## config.mk

```make
export PLATFORM = sky130hd
export DESIGN_NAME = tfd_div
export DESIGN_NICKNAME = d
export VERILOG_FILES = /design/src/sv/tfd_pkg.sv /design/src/sv/tfd_div.sv
export SDC_FILE = /design/constraint.sdc
export NUM_CORES = 1
export LEC_CHECK = 0
export BUFFER_PORTS_ARGS = -buffer_cell sky130_fd_sc_hd__buf_2
export CELL_PAD_IN_SITES_DETAIL_PLACEMENT = 0
export CELL_PAD_IN_SITES_GLOBAL_PLACEMENT = 1
export CORE_MARGIN = 2
export CORE_UTILIZATION = 44
export CTS_CLUSTER_SIZE = 12
export DETAILED_ROUTE_END_ITERATION = 8
export HOLD_SLACK_MARGIN = 0.15
export PLACE_DENSITY_LB_ADDON = 0.1
export SLEW_MARGIN = 20
export SYNTH_ARGS = -nofsm -noshare
export SYNTH_HDL_FRONTEND = slang
export SYNTH_SLANG_ARGS = --single-unit
```

## constraint.sdc

```tcl
create_clock -name clk -period 5.85 [get_ports clk]
set_input_delay 1.17 -clock clk [delete_from_list [all_inputs] [get_ports clk]]
set_output_delay 1.17 -clock clk [all_outputs]
set_load 0.03 [all_outputs]
```

## src/sv/tfd_pkg.sv

```systemverilog
// ----------------------------------------------------------------------------
// tfd_pkg
// Shared widths, register codes and types of the time/frequency decimator.
// ----------------------------------------------------------------------------
package tfd_pkg;

    // Default storage limits, handed to the top level as parameter defaults
    localparam int MAX_CHANS_DEF = 4096;
    localparam int MAX_IFS_DEF   = 4;

    // Fixed limits of the datapath
    localparam int MAX_FACTOR  = 256;
    localparam int SAMPLE_BITS = 16;

    // Result field widths
    localparam int VALUE_W    = 24;
    localparam int OUT_CHAN_W = 12;
    localparam int IF_IDX_W   = 2;

    // Configuration port and register widths
    localparam int CFG_IDX_W    = 2;
    localparam int CFG_DATA_W   = 13;
    localparam int CHAN_COUNT_W = 13;
    localparam int IF_COUNT_W   = 3;
    localparam int FACTOR_W     = 9;

    // Internal arithmetic widths
    localparam int SUM_W  = 32;
    localparam int FPOS_W = (MAX_FACTOR > 1) ? $clog2(MAX_FACTOR) : 1;
    localparam int FVAL_W = $clog2(MAX_FACTOR + 1);
    localparam int TSUM_W = SAMPLE_BITS + FPOS_W;

    // Register indexes of the configuration port
    typedef enum logic [CFG_IDX_W-1:0] {
        REG_CHAN_COUNT  = 2'd0,
        REG_IF_COUNT    = 2'd1,
        REG_TIME_FACTOR = 2'd2,
        REG_CHAN_FACTOR = 2'd3
    } cfg_reg_t;

    // Divider status toward its user
    typedef struct packed {
        logic busy;
        logic done;
    } div_status_t;

endpackage

```

## src/sv/tfd_div.sv

```systemverilog
// ----------------------------------------------------------------------------
// tfd_div
// Radix-2 restoring divider, one quotient bit per cycle. The result holds
// until acknowledged; a start restarts the unit at any time.
// ----------------------------------------------------------------------------
module tfd_div
    import tfd_pkg::*;
#(
    parameter int DIVIDEND_W = SUM_W,
    parameter int DIVISOR_W  = FVAL_W
)
(
    input  logic                  clk,
    input  logic                  rst_n,
    input  logic                  start,
    input  logic                  ack,
    input  logic [DIVIDEND_W-1:0] dividend,
    input  logic [DIVISOR_W-1:0]  divisor,
    output div_status_t           status,
    output logic [DIVIDEND_W-1:0] quotient,
    output logic [DIVISOR_W-1:0]  remainder
);

    localparam int CNT_W = (DIVIDEND_W > 1) ? $clog2(DIVIDEND_W) : 1;

    logic                  busy_reg, busy_next;
    logic                  done_reg, done_next;
    logic [CNT_W-1:0]      cnt_reg, cnt_next;
    logic [DIVIDEND_W-1:0] quo_reg, quo_next;
    logic [DIVISOR_W-1:0]  rem_reg, rem_next;
    logic [DIVISOR_W-1:0]  dsr_reg, dsr_next;
    logic [DIVISOR_W+1:0]  trial;

    // One shift-subtract step
    assign trial = {1'b0, rem_reg, quo_reg[DIVIDEND_W-1]} - {2'b00, dsr_reg};

    always_comb
    begin
        busy_next = busy_reg;
        done_next = done_reg;
        cnt_next  = cnt_reg;
        quo_next  = quo_reg;
        rem_next  = rem_reg;
        dsr_next  = dsr_reg;
        if (start)
        begin
            busy_next = 1'b1;
            done_next = 1'b0;
            cnt_next  = CNT_W'(DIVIDEND_W - 1);
            quo_next  = dividend;
            rem_next  = '0;
            dsr_next  = divisor;
        end
        else if (busy_reg)
        begin
            if (trial[DIVISOR_W+1])
            begin
                rem_next = trial[DIVISOR_W-1:0] + dsr_reg;
                quo_next = {quo_reg[DIVIDEND_W-2:0], 1'b0};
            end
            else
            begin
                rem_next = trial[DIVISOR_W-1:0];
                quo_next = {quo_reg[DIVIDEND_W-2:0], 1'b1};
            end
            if (cnt_reg == '0)
            begin
                busy_next = 1'b0;
                done_next = 1'b1;
            end
            else
            begin
                cnt_next = cnt_reg - 1'b1;
            end
        end
        else if (ack)
        begin
            done_next = 1'b0;
        end
    end

    // Control state
    always_ff @(posedge clk or negedge rst_n)
    begin
        if (!rst_n)
        begin
            busy_reg <= 1'b0;
            done_reg <= 1'b0;
        end
        else
        begin
            busy_reg <= busy_next;
            done_reg <= done_next;
        end
    end

    // Datapath
    always_ff @(posedge clk)
    begin
        cnt_reg <= cnt_next;
        quo_reg <= quo_next;
        rem_reg <= rem_next;
        dsr_reg <= dsr_next;
    end

    assign status.busy = busy_reg;
    assign status.done = done_reg;
    assign quotient    = quo_reg;
    assign remainder   = rem_reg;

endmodule

```

==> metrics.yaml <==
maxClockFrequency_mhz: 308.0
cts_resized: 0
max-cap-violations: 0
cp_cell_sequence: "inv_1, ha_1, inv_1, fa_1, a21o_1, a21oi_1, xnor2_1, ha_1, a21o_1, a21oi_1, o21ai_0, a21oi_1, mux2_2, o311a_2"
yosysSeqAreaShare_pct: 51.06
areaGrowthSynthToFinish_pct: 22.14
leakage_nw: 1.682
die_x_um: 87.37
worstHoldPathType: "reg -> reg"
worstMarginPinSlew_ps: 871.6
cts_root_buf: "clkbuf_8"
clk_latency_ps: 330
antenna_left: 0
wire_per_inst_um: 14.21
seq_area_mm2: 0.001562
cts_sinks: 57
ys_types: 40
synth_top_area_share_pct: 40.26
drive_gt1_share_pct: 42.18
via_per_inst: 5.091
finalPower_mw: 1.729
post-dp-hpwl_mm: 4.210
grt_overflow: 0
antenna_found_initial: 0
yosys.area.top_type: "edfxtp_1"
vias: 2133
grt_setup_unrepaired: "false"
critPathLaunchType: "flop"
crit_slowest_cell: "fa_1"
ys_seq_elements: 57
grt_pass1_wl_mm: 9.549
drc: 0
avgSynthCellArea_um2: 12.48
multi_input_area_mm2: 0.001384
syn-num-nets: 310
power.density_mw_per_mm2: 462.9
largest_reg_flops: 32
worst_slack_ps: 2603
antenna_cells: 0
cts_tree: "built"
layout.nets: 399
crit_type: "reg -> reg"
crit_path_frequent_cell: "a21oi_1"
clk_path_buf_depth: 2
cp-startpoint: "quotient[31]$_DFFE_PP_"
postCtsHoldBufs: 0
cts_buffers: 9
cp_max_fo: 5
port_buffers: 87
htreeDepth: 3
dpl_worst_slack_ps: 2581
syn_inst: 245
fillers: 611
finalSetupTns_ps: 0
critPathMaxStageDelay_ps: 500
r2r-start: "quotient[31]$_DFFE_PP_"
setup_viol: 0
core_region_area_mm2: 0.006756
fp.dieArea_mm2: 0.007633
min_period_over_period_pct: 55.50
netlist_area_mm2: 0.003058
irDropWorstVdd_v: 0.0002215
ioPinCount: 88
totalWireLength_mm: 5.953
drv_slew: 0
cts_setup_buffers: 0
layout_commonest_cell: "buf_2"
final_cell_mix: "buf_2, edfxtp_1, mux2_2, ha_1, inv_1"
drt_first_pass_iters: 5
cp_data_arrival_time_ps: 3460
yosysWarnings: 0
finalCriticalPeriod_ps: 3247
synth_area_leaders: "edfxtp_1, mux2_2, dfxtp_1"
hold_start: "cnt_reg[4]$_SDFFE_PP1P_"
grt_max_degree: 59
drt_iter0_drc: 85
fp.dieH_um: 87.37
hold_violations: 0
grt.total_usage_pct: 16.39
crit_path_end_kind: "flop"
grt_pass1_vias: 2053
status: "finished, final reports clean"
num_rows: 30
fin_skew_ps: 9.026
fin_util_pct: 55.28
gp_congestion: 0.7700
clk_transition_reported_paths_ps: 70
worstPathRequired_ps: 6070
floorplan.initialDensity_pct: 45.26
relSlewSlack_pct: 41.90
r2r_slack_ps: 2600
-- stage by stage --
| step | hold WS, ps | std cells | cell area (um2) |
|---|---|---|---|
| global placement | 445.7 | 403 | 3548 |
| CTS | 475.5 | 419 | 3735 |
| detailed placement | 457.3 | 403 | 3548 |
| finish | 471.0 | 419 | 3735 |
| floorplan | 427.5 | 245 | 3058 |
| global route | 480.3 | 419 | 3735 |
-- Yosys cell counts (all sizes together) --
cell,instances
a211o,2
a211oi,9
a21o,9
a21oi,13
a31oi,2
a41oi,1
and4,1
buf,5
clkbuf,5
dfrtp,2
dfxtp,14
edfxtp,41
fa,2
ha,18
inv,16
mux2,32
mux2i,7
nand2,2
nand2b,9
nand3,5
nand3b,1
nor2,14
nor4,2
nor4b,1
o211ai,2
o21a,1
o21ai,7
o21ba,1
o21bai,1
o311a,1
o31ai,2
or2,2
xnor2,11
xor2,4
-- area by class of cell --
cell class / instances / area share (%)
flip-flops and latches: 57 / 41.81
multi-input cells: 162 / 37.05
repair buffers: 88 / 11.86
clock buffers: 10 / 3.417
well taps: 80 / 2.680
inverters: 16 / 1.608
clock inverters: 6 / 1.575
-- worst max-delay path: cells and delay by family (launching register included) --
kind	cells	cell delay, ps
AO/OA/AOI/OAI	7	1060
XOR/XNOR	1	150
adder cells (fa/ha/maj)	3	1050
buffers and inverters	2	160
flip-flops	1	390
multiplexers	1	350
-- layer usage --
layer / wire length (um) / vias to the layer above / track usage, %
met3: 434 / 8 / 6.825
li1: - / 1086 / -
met2: 2593 / 64 / 23.62
met1: 2839 / 975 / 22.09
met5: 0 / - / 0
met4: 85 / 0 / 5.874
-- cell families after synthesis --
group	synth area share (%)
mux	14.08
buf+inv	3.683
xor+xnor	4.296
compound gates	11.70
simple gates	6.506
flops	51.06
fa+ha+maj	8.674
-- worst paths after layout --
kind / endpoint / cells after the start
max: remainder[7]$_SDFFE_PP0P_ / 14
min: cnt_reg[4]$_SDFFE_PP1P_ / 1
max reg2reg: remainder[7]$_SDFFE_PP0P_ / 14
min reg2reg: cnt_reg[4]$_SDFFE_PP1P_ / 1
max in group asynchronous: busy_reg$_DFF_PN0_ / 1
min in group asynchronous: done_reg$_DFFE_PN0P_ / 1
-- where the power goes --
part / internal (mW) / total, mW / leakage (nW) / switching [mW]
Clock: 0.194 / 0.351 / 0.0913 / 0.157
Sequential: 0.501 / 0.540 / 0.566 / 0.0389
Combinational: 0.376 / 0.838 / 1.03 / 0.461
Total: 1.07 / 1.73 / 1.68 / 0.658
(Power assumes the default switching activity.)
