File: config.mk
export PLATFORM = sky130hd
export DESIGN_NAME = tfd_ram
export DESIGN_NICKNAME = d
export VERILOG_FILES = /design/src/sv/tfd_ram.sv
export SDC_FILE = /design/constraint.sdc
export NUM_CORES = 1
export LEC_CHECK = 0
export ABC_AREA = 1
export ABC_CLOCK_PERIOD_IN_PS = 2100
export BUFFER_PORTS_ARGS = -buffer_cell sky130_fd_sc_hd__buf_2
export CAP_MARGIN = 20
export CORE_AREA = 10 10 113 105
export CTS_CLUSTER_SIZE = 20
export DETAILED_ROUTE_END_ITERATION = 7
export DIE_AREA = 0 0 123 115
export PLACE_DENSITY = 0.81
export SLEW_MARGIN = 25
export SYNTH_ARGS = -nofsm -noshare
export SYNTH_HDL_FRONTEND = slang
export SYNTH_SLANG_ARGS = --single-unit
File: constraint.sdc
create_clock -name clk -period 2.1 [get_ports clk]
set_clock_uncertainty 0.05 [all_clocks]
set_input_delay 0.105 -clock clk [delete_from_list [all_inputs] [get_ports clk]]
set_output_delay 0.105 -clock clk [all_outputs]
set_load 0.01 [all_outputs]
File: src/sv/tfd_ram.sv
// ----------------------------------------------------------------------------
// tfd_ram
// Generic simple dual-port RAM: one write port, one registered read port.
// A read at the address being written returns the old contents.
// ----------------------------------------------------------------------------
module tfd_ram
#(
    parameter int WIDTH = 8,
    parameter int DEPTH = 16
)
(
    input  logic                                   clk,
    input  logic                                   we,
    input  logic [((DEPTH > 1) ? $clog2(DEPTH) : 1)-1:0] waddr,
    input  logic [WIDTH-1:0]                       wdata,
    input  logic                                   re,
    input  logic [((DEPTH > 1) ? $clog2(DEPTH) : 1)-1:0] raddr,
    output logic [WIDTH-1:0]                       rdata
);

    logic [WIDTH-1:0] mem [DEPTH];

    // Write and registered read
    always_ff @(posedge clk)
    begin
        if (we)
        begin
            mem[waddr] <= wdata;
        end
        if (re)
        begin
            rdata <= mem[raddr];
        end
    end

endmodule

==> metrics.md, run 1 <==
| Metric | Value |
|---|---|
| Core Box Area | `9487 um2` |
| Setup slack after layout | `835.0 ps` |
| Final hold slack | `between 10 and 15 ps` |
| Starting Density | `61.63%` |
| CP Buf/Inv Count | `1` |
| Ant diodes | `0` |
| Slew @ Worst Pin | `820.3 ps` |
| Startpoint types | `flip-flop` |
| Post-Place Cells | `685` |
| Num Clock Sinks | `between 100 and 150` |
| Mapped Nets | `570` |
| Register area | `4084 um2` |
| Cts bufs inserted | `17` |
| Most frequent cells in the layout | `nand2_1, edfxtp_1, inv_1` |
| Crit path DAT | `1490 ps` |
| Most common cell after layout, fill and taps aside | `nand2_1` |
| Slew Limit Fails | `0` |
| Crit end category | `flip-flop` |
| Setup TNS | `0 ps` |
| Most used cell, CP | `nand3_1` |
| Cells after synthesis | `551` |
| Vias in the first global route | `3749` |
| Hpwl dp | `7705 um` |
| Row count | `34` |
| Pre-CTS setup slack | `551.0 ps` |
| Residual DRC | `0` |
| Grt ovf | `0` |
| Setup repair bufs after CTS | `0` |
| Die width | `roughly 120 um` |
| CTS clk-pin slew, worst paths | `60 ps` |
| Post-Syn Area | `5847 um2` |
| Root Driver | `clkbuf_8` |
| First-pass GRT wire length | `20240 um` |
| Req. time, crit path | `2320 ps` |
| Non-filler cells in the finished layout | `726` |
| Synthesis-to-layout area growth | `14.27%` |
| Slew Limit Headroom | `45.11%` |
| Drt wl/cell | `between 15 and 20 um` |
| Pwr Total | `6.338 mW` |
| Achievable frequency | `between 700 and 800 MHz` |
| Pre-Repair DR Iteration Count | `5` |
| Final period utilization | `around three fifths` |
| Critical path cell sequence | `inv_1 > nand2_1 > nand3_1 > nand3_1 > nand3_1 > nand2_1` |
| Pleak | `2.869 nW` |
| Layout cells sized above 1 | `10.33%` |
| Final Hold Vio Count | `0` |
| CTS tree | `built` |
| Delay-heaviest family, CP | `simple AND/OR/NAND/NOR gates` |
| Worst-skew pair later-pin latency | `520 ps` |
| Die height | `between 100 and 150 um` |
| Endpoints failing setup | `0` |
| DR vias | `3904` |
| Hold Crit Class | `input pin to flip-flop` |
| Mapped Avg Cell Area | `10.61 um2` |
| Run status | `finished clean` |
| Seq/Total Area, Yosys | `69.85%` |
| Routed Antenna Nets | `0` |
| Nets | `between 600 and 700` |
| RSZ-0062 raised after global routing | `false` |
| Gr usage total | `19.03%` |
| Final Wtd Congestion | `around 0.86` |
| Power density cells | `948.6 nW/um2` |
| H-Tree Depth | `4` |
| Minimum clock period | `1265 ps` |
| Vias/cell | `5.377` |
| Synthesized flop and latch total | `136` |
| Largest net degree at the start of global routing | `33` |
| Post-DP Area | `between 6000 and 7000 um2` |
| Max Cap Viol | `0` |
| Fin util | `a little over two thirds` |
| Area of the multi-input gates | `~1200 um2` |
| Final instance area | `6681 um2` |
| Clock buffer depth | `2` |
| Port Buf Inserts | `26` |
| Post-synthesis cell type count | `11` |
| Ys Warns | `0` |
| Initial DRC count | `504` |
| Critical path type | `flip-flop to flip-flop` |
| CP Max Fanout | `1` |
| Die ar. | `14150 um2` |
| Number of fill cells | `625` |
| Peak VDD IR | `919.4 uV` |
| Crit path largest cell delay | `360 ps` |
| Final wirelength | `about 13000 um` |
| Ports | `27` |
| Initial antenna violation count | `0` |
| Slowest cell on crit path | `edfxtp_1` |
==> final timing paths <==
| path | from | cells after the start | endpoint | slack (ps) |
|---|---|---|---|---|
| min | wdata[6] | 1 | mem[9][6] | 10 |
| max reg2reg | mem[0][4] | 6 | rdata[4] | 830 |
| max | mem[0][4] | 6 | rdata[4] | 830 |
| min reg2reg | mem[10][0] | 6 | rdata[0] | 710 |
==> routing by layer <==
| layer | up-vias | global-route usage (%) | routed length, um |
|---|---|---|---|
| met5 | - | 0 | 0 |
| met4 | 0 | 6.827 | 165 |
| met3 | 15 | 4.657 | 1206 |
| met2 | 206 | 30.11 | 6297 |
| met1 | 1828 | 25.19 | 5263 |
| li1 | 1855 | - | - |
==> timing repair <==
item,4_1_cts,5_1_grt
hold buffers,9,0
resized for setup,0,0
endpoints found under the hold margin,108,0
==> sequential cells by signal, indices dropped and copies added, names as in the netlist <==
register and flops:
mem 128, rdata 8
==> cell families (layout without fill, tap and decap cells) <==
| kind of cell | after synthesis | in the layout | synth area share, % |
|---|---|---|---|
| flops | 136 | 136 | 69.85 |
| buf+inv | 126 | 175 | 9.394 |
| simple gates | 289 | 289 | 20.76 |
==> cell usage after synthesis <==
library cell	number	area share (%)
nand2_1	173	11
edfxtp_1	136	70
inv_1	100	6.4
nand3_1	97	8.3
nor2_1	17	1.1
buf_2	13	1.1
buf_6	6	1.2
buf_4	4	0.51
inv_2	2	0.13
nand3b_1	2	0.26
buf_1	1	0.064
==> power breakdown <==
group	total, mW	leakage [nW]	switching [mW]	internal (mW)
sequential	3.07	1.24	0.0143	3.06
clock	2.89	0.272	1.08	1.80
combinational	0.378	1.36	0.270	0.108
total	6.34	2.87	1.37	4.97
==> layout make-up <==
cell class,instances,share of cell area [%]
Tap cell,126,2.360
Inverter,102,5.730
Multi-Input combinational cell,289,18.16
Clock buffer,20,6.367
Clock inverter,12,2.285
Sequential cell,136,61.12
Timing Repair Buffer,41,3.970
No activity file was read; power rests on OpenSTA's default activity.
==> run 2: changes to the inputs <==
--- a/config.mk
+++ b/config.mk
@@ -6,14 +6,14 @@
 export NUM_CORES = 1
 export LEC_CHECK = 0
 export ABC_AREA = 1
-export ABC_CLOCK_PERIOD_IN_PS = 2100
+export ABC_CLOCK_PERIOD_IN_PS = 1100
 export BUFFER_PORTS_ARGS = -buffer_cell sky130_fd_sc_hd__buf_2
 export CAP_MARGIN = 20
-export CORE_AREA = 10 10 113 105
+export CORE_AREA = 10 10 120 111
 export CTS_CLUSTER_SIZE = 20
 export DETAILED_ROUTE_END_ITERATION = 7
-export DIE_AREA = 0 0 123 115
-export PLACE_DENSITY = 0.81
+export DIE_AREA = 0 0 130 121
+export PLACE_DENSITY = 0.75
 export SLEW_MARGIN = 25
 export SYNTH_ARGS = -nofsm -noshare
 export SYNTH_HDL_FRONTEND = slang
==> constraint.sdc (replaced) <==
create_clock -name clk -period 1.1 [get_ports clk]
set_clock_uncertainty 0.05 [all_clocks]
set_input_delay 0.055 -clock clk [delete_from_list [all_inputs] [get_ports clk]]
set_output_delay 0.055 -clock clk [all_outputs]
set_load 0.01 [all_outputs]
==> metrics.md, run 2 (same netlist as run 1, synthesis figures left out) <==
| Metric | Value |
|---|---|
| Gr usage total | `18.03% (-1.0 points)` |
| Met1 Use GR | `23.95% (-1.2 points)` |
| Hold Path Depth | `1 (unchanged)` |
| Critical R2R Capture | `rdata[3]` |
| Die height | `121 um (+5.2%)` |
| Die ar. | `15730 um2 (+11%)` |
| Nets | `621 (+2.5%)` |
| Row count | `36 (+5.9%)` |
| Most used cell, CP | `nand3_1` |
| Grt met2 use | `26.99% (-3.1 points)` |
| Starting Density | `54.54% (-7.1 points)` |
| Port Buf Inserts | `26 (unchanged)` |
| Worst hold path endpoint | `mem[6][1]` |
| Reg2reg path depth | `6 (unchanged)` |
| Critical path type | `flip-flop to flip-flop` |
| Hpwl dp | `8244 um (+7.0%)` |
| Initial antenna violation count | `0 (unchanged)` |
| Achievable frequency | `871.1 MHz (+10%)` |
| Pre-CTS setup slack | `-265.5 ps (-816.4 ps)` |
| Die width | `130 um (+5.7%)` |
| Final Wtd Congestion | `0.9165 (+6.0%)` |
| Pre-Repair DR Iteration Count | `5 (unchanged)` |
| Slew Limit Headroom | `54.05% (+8.9 points)` |
| Fin util | `65.01% (-5.4 points)` |
| Run status | `complete, but fails checks` |
| Layout cells sized above 1 | `18.40% (+8.1 points)` |
| CP Buf/Inv Count | `1 (unchanged)` |
| Clock buffer depth | `2 (unchanged)` |
| Req. time, crit path | `1230 ps (-1090 ps)` |
| Cts bufs inserted | `17 (unchanged)` |
| Grt ovf | `0 (unchanged)` |
| Final wirelength | `13190 um (+2.0%)` |
| Non-filler cells in the finished layout | `747 (+2.9%)` |
| Max reg flops | `128 (unchanged)` |
| DR vias | `3964 (+1.5%)` |
| Worst-skew pair later-pin latency | `420 ps (-100 ps)` |
| Endpoints failing setup | `8 (+8)` |
| Vias in the first global route | `3914 (+4.4%)` |
| Core Box Area | `10720 um2 (+13%)` |
| RSZ-0062 raised after global routing | `true` |
| Reg-to-reg setup timing slack | `-50 ps (-880 ps)` |
| Slew Limit Fails | `0 (unchanged)` |
| First-pass GRT wire length | `21090 um (+4.2%)` |
| Slew @ Worst Pin | `688.3 ps (-132.0 ps)` |
| CP Max Fanout | `1 (unchanged)` |
| Most frequent cells in the layout | `nand2_1, edfxtp_1, inv_1` |
| Post-DP Area | `6210 um2 (+3.3%)` |
| Post-Place Cells | `712 (+3.9%)` |
| Num Clock Sinks | `136 (unchanged)` |
| R2r startpoint | `mem[12][3]` |
| Slowest cell on crit path | `edfxtp_1` |
| Setup slack after layout | `-48.03 ps (-883.0 ps)` |
| Final Hold Vio Count | `0 (unchanged)` |
| Final instance area | `6969 um2 (+4.3%)` |
| CTS clk-pin slew, worst paths | `60 ps (about the same)` |
| Hold Startpoint | `wdata[1]` |
| Synthesis-to-layout area growth | `19.20%` |
| Critical path cell sequence | `inv_1 > nand2_1 > nand3_1 > nand3_1 > nand3_1 > nand2_1` |
| Initial DRC count | `498 (-1.2%)` |
| Hold Crit Class | `input pin to flip-flop` |
| Routed Antenna Nets | `0 (unchanged)` |
| Power density cells | `1757 nW/um2 (+85%)` |
| Root Driver | `clkbuf_16` |
| Max Cap Viol | `0 (unchanged)` |
| Crit path largest cell delay | `370 ps (about the same)` |
| Met3 GRT Util | `5.024% (+0.37 points)` |
| Most common cell after layout, fill and taps aside | `nand2_1` |
| Violated checks | `setup timing` |
| Drt wl/cell | `17.65 um (-0.89%)` |
| Residual DRC | `0 (unchanged)` |
| Ports | `27 (unchanged)` |
| Top flop regs | `mem (128), rdata (8)` |
| Crit end category | `flip-flop` |
| Layer with the highest usage | `met2` |
| H-Tree Depth | `4 (unchanged)` |
| Final period utilization | `104.4% (+44 points)` |
| Minimum clock period | `1148 ps (-117.0 ps)` |
| Largest net degree at the start of global routing | `38 (+15%)` |
| Startpoint types | `flip-flop` |
| Vias/cell | `5.307 (-1.3%)` |
| Delay-heaviest family, CP | `simple AND/OR/NAND/NOR gates` |
| Pleak | `3.030 nW (+5.6%)` |
| Final hold slack | `7.039 ps (-3.883 ps)` |
| Largest reg by FF count | `mem` |
| Crit path DAT | `1280 ps (-210 ps)` |
| Peak VDD IR | `1259 uV (+37%)` |
| Ant diodes | `0 (unchanged)` |
| CTS tree | `built` |
[run 2: how the worst max path moves through the flow]
stage / slack (ps) / cells past startpoint / to / start
finish: -50 / 6 / rdata[3] / mem[12][3]
global route: -100 / 6 / rdata[5] / mem[0][5]
CTS: -60 / 6 / rdata[3] / mem[4][3]
detailed placement: -270 / 6 / rdata[0] / raddr[1]
global placement: -240 / 8 / rdata[0] / raddr[0]
floorplan: 40 / 2 / mem[4][0] / waddr[3]
[run 2: power breakdown]
part	switching [mW]	leakage [nW]	internal, mW
sequential	0.0307	1.24	5.84
combinational	0.539	1.51	0.248
clock	2.07	0.283	3.52
[run 2: per-stage QoR]
step | TNS, ps | power [mW]
CTS | -348.8 | 12.30
global placement | -1776 | 6.690
floorplan | 0 | 6.395
finish | -236.7 | 12.24
detailed placement | -2458 | 6.711
global route | -697.9 | 12.64
[run 2: final cells by class]
class | instances | area (um2)
flip-flops and latches | 136 | 4084
fillers | 820 | 3751
multi-input cells | 289 | 1349
clock buffers | 17 | 425.4
repair buffers | 56 | 402.9
inverters | 102 | 382.9
well taps | 133 | 166.4
clock inverters | 14 | 158.9
[run 2: timing repair]
| action | CTS | global route |
|---|---|---|
| endpoints found under the setup margin | 8 | 9 |
| hold buffers | 4 | 0 |
| setup buffers | 0 | 0 |
| gates resized for setup | 13 | 17 |
| endpoints found under the hold margin | 50 | 0 |
| pin swaps | 12 | 16 |
[run 2: per-layer routing]
metal  up-vias  wire, um
met5         -         0
met4         0       348
met3        36      1092
met2       186      6158
met1      1857      5587
li1       1885         -
[run 2: worst reg2reg max path, delay by kind of cell, from the launching register on]
| kind | cells | cell delay (ps) |
|---|---|---|
| and+or+nand+nor | 5 | 430 |
| buffers and inverters | 1 | 60 |
| DFF | 1 | 370 |
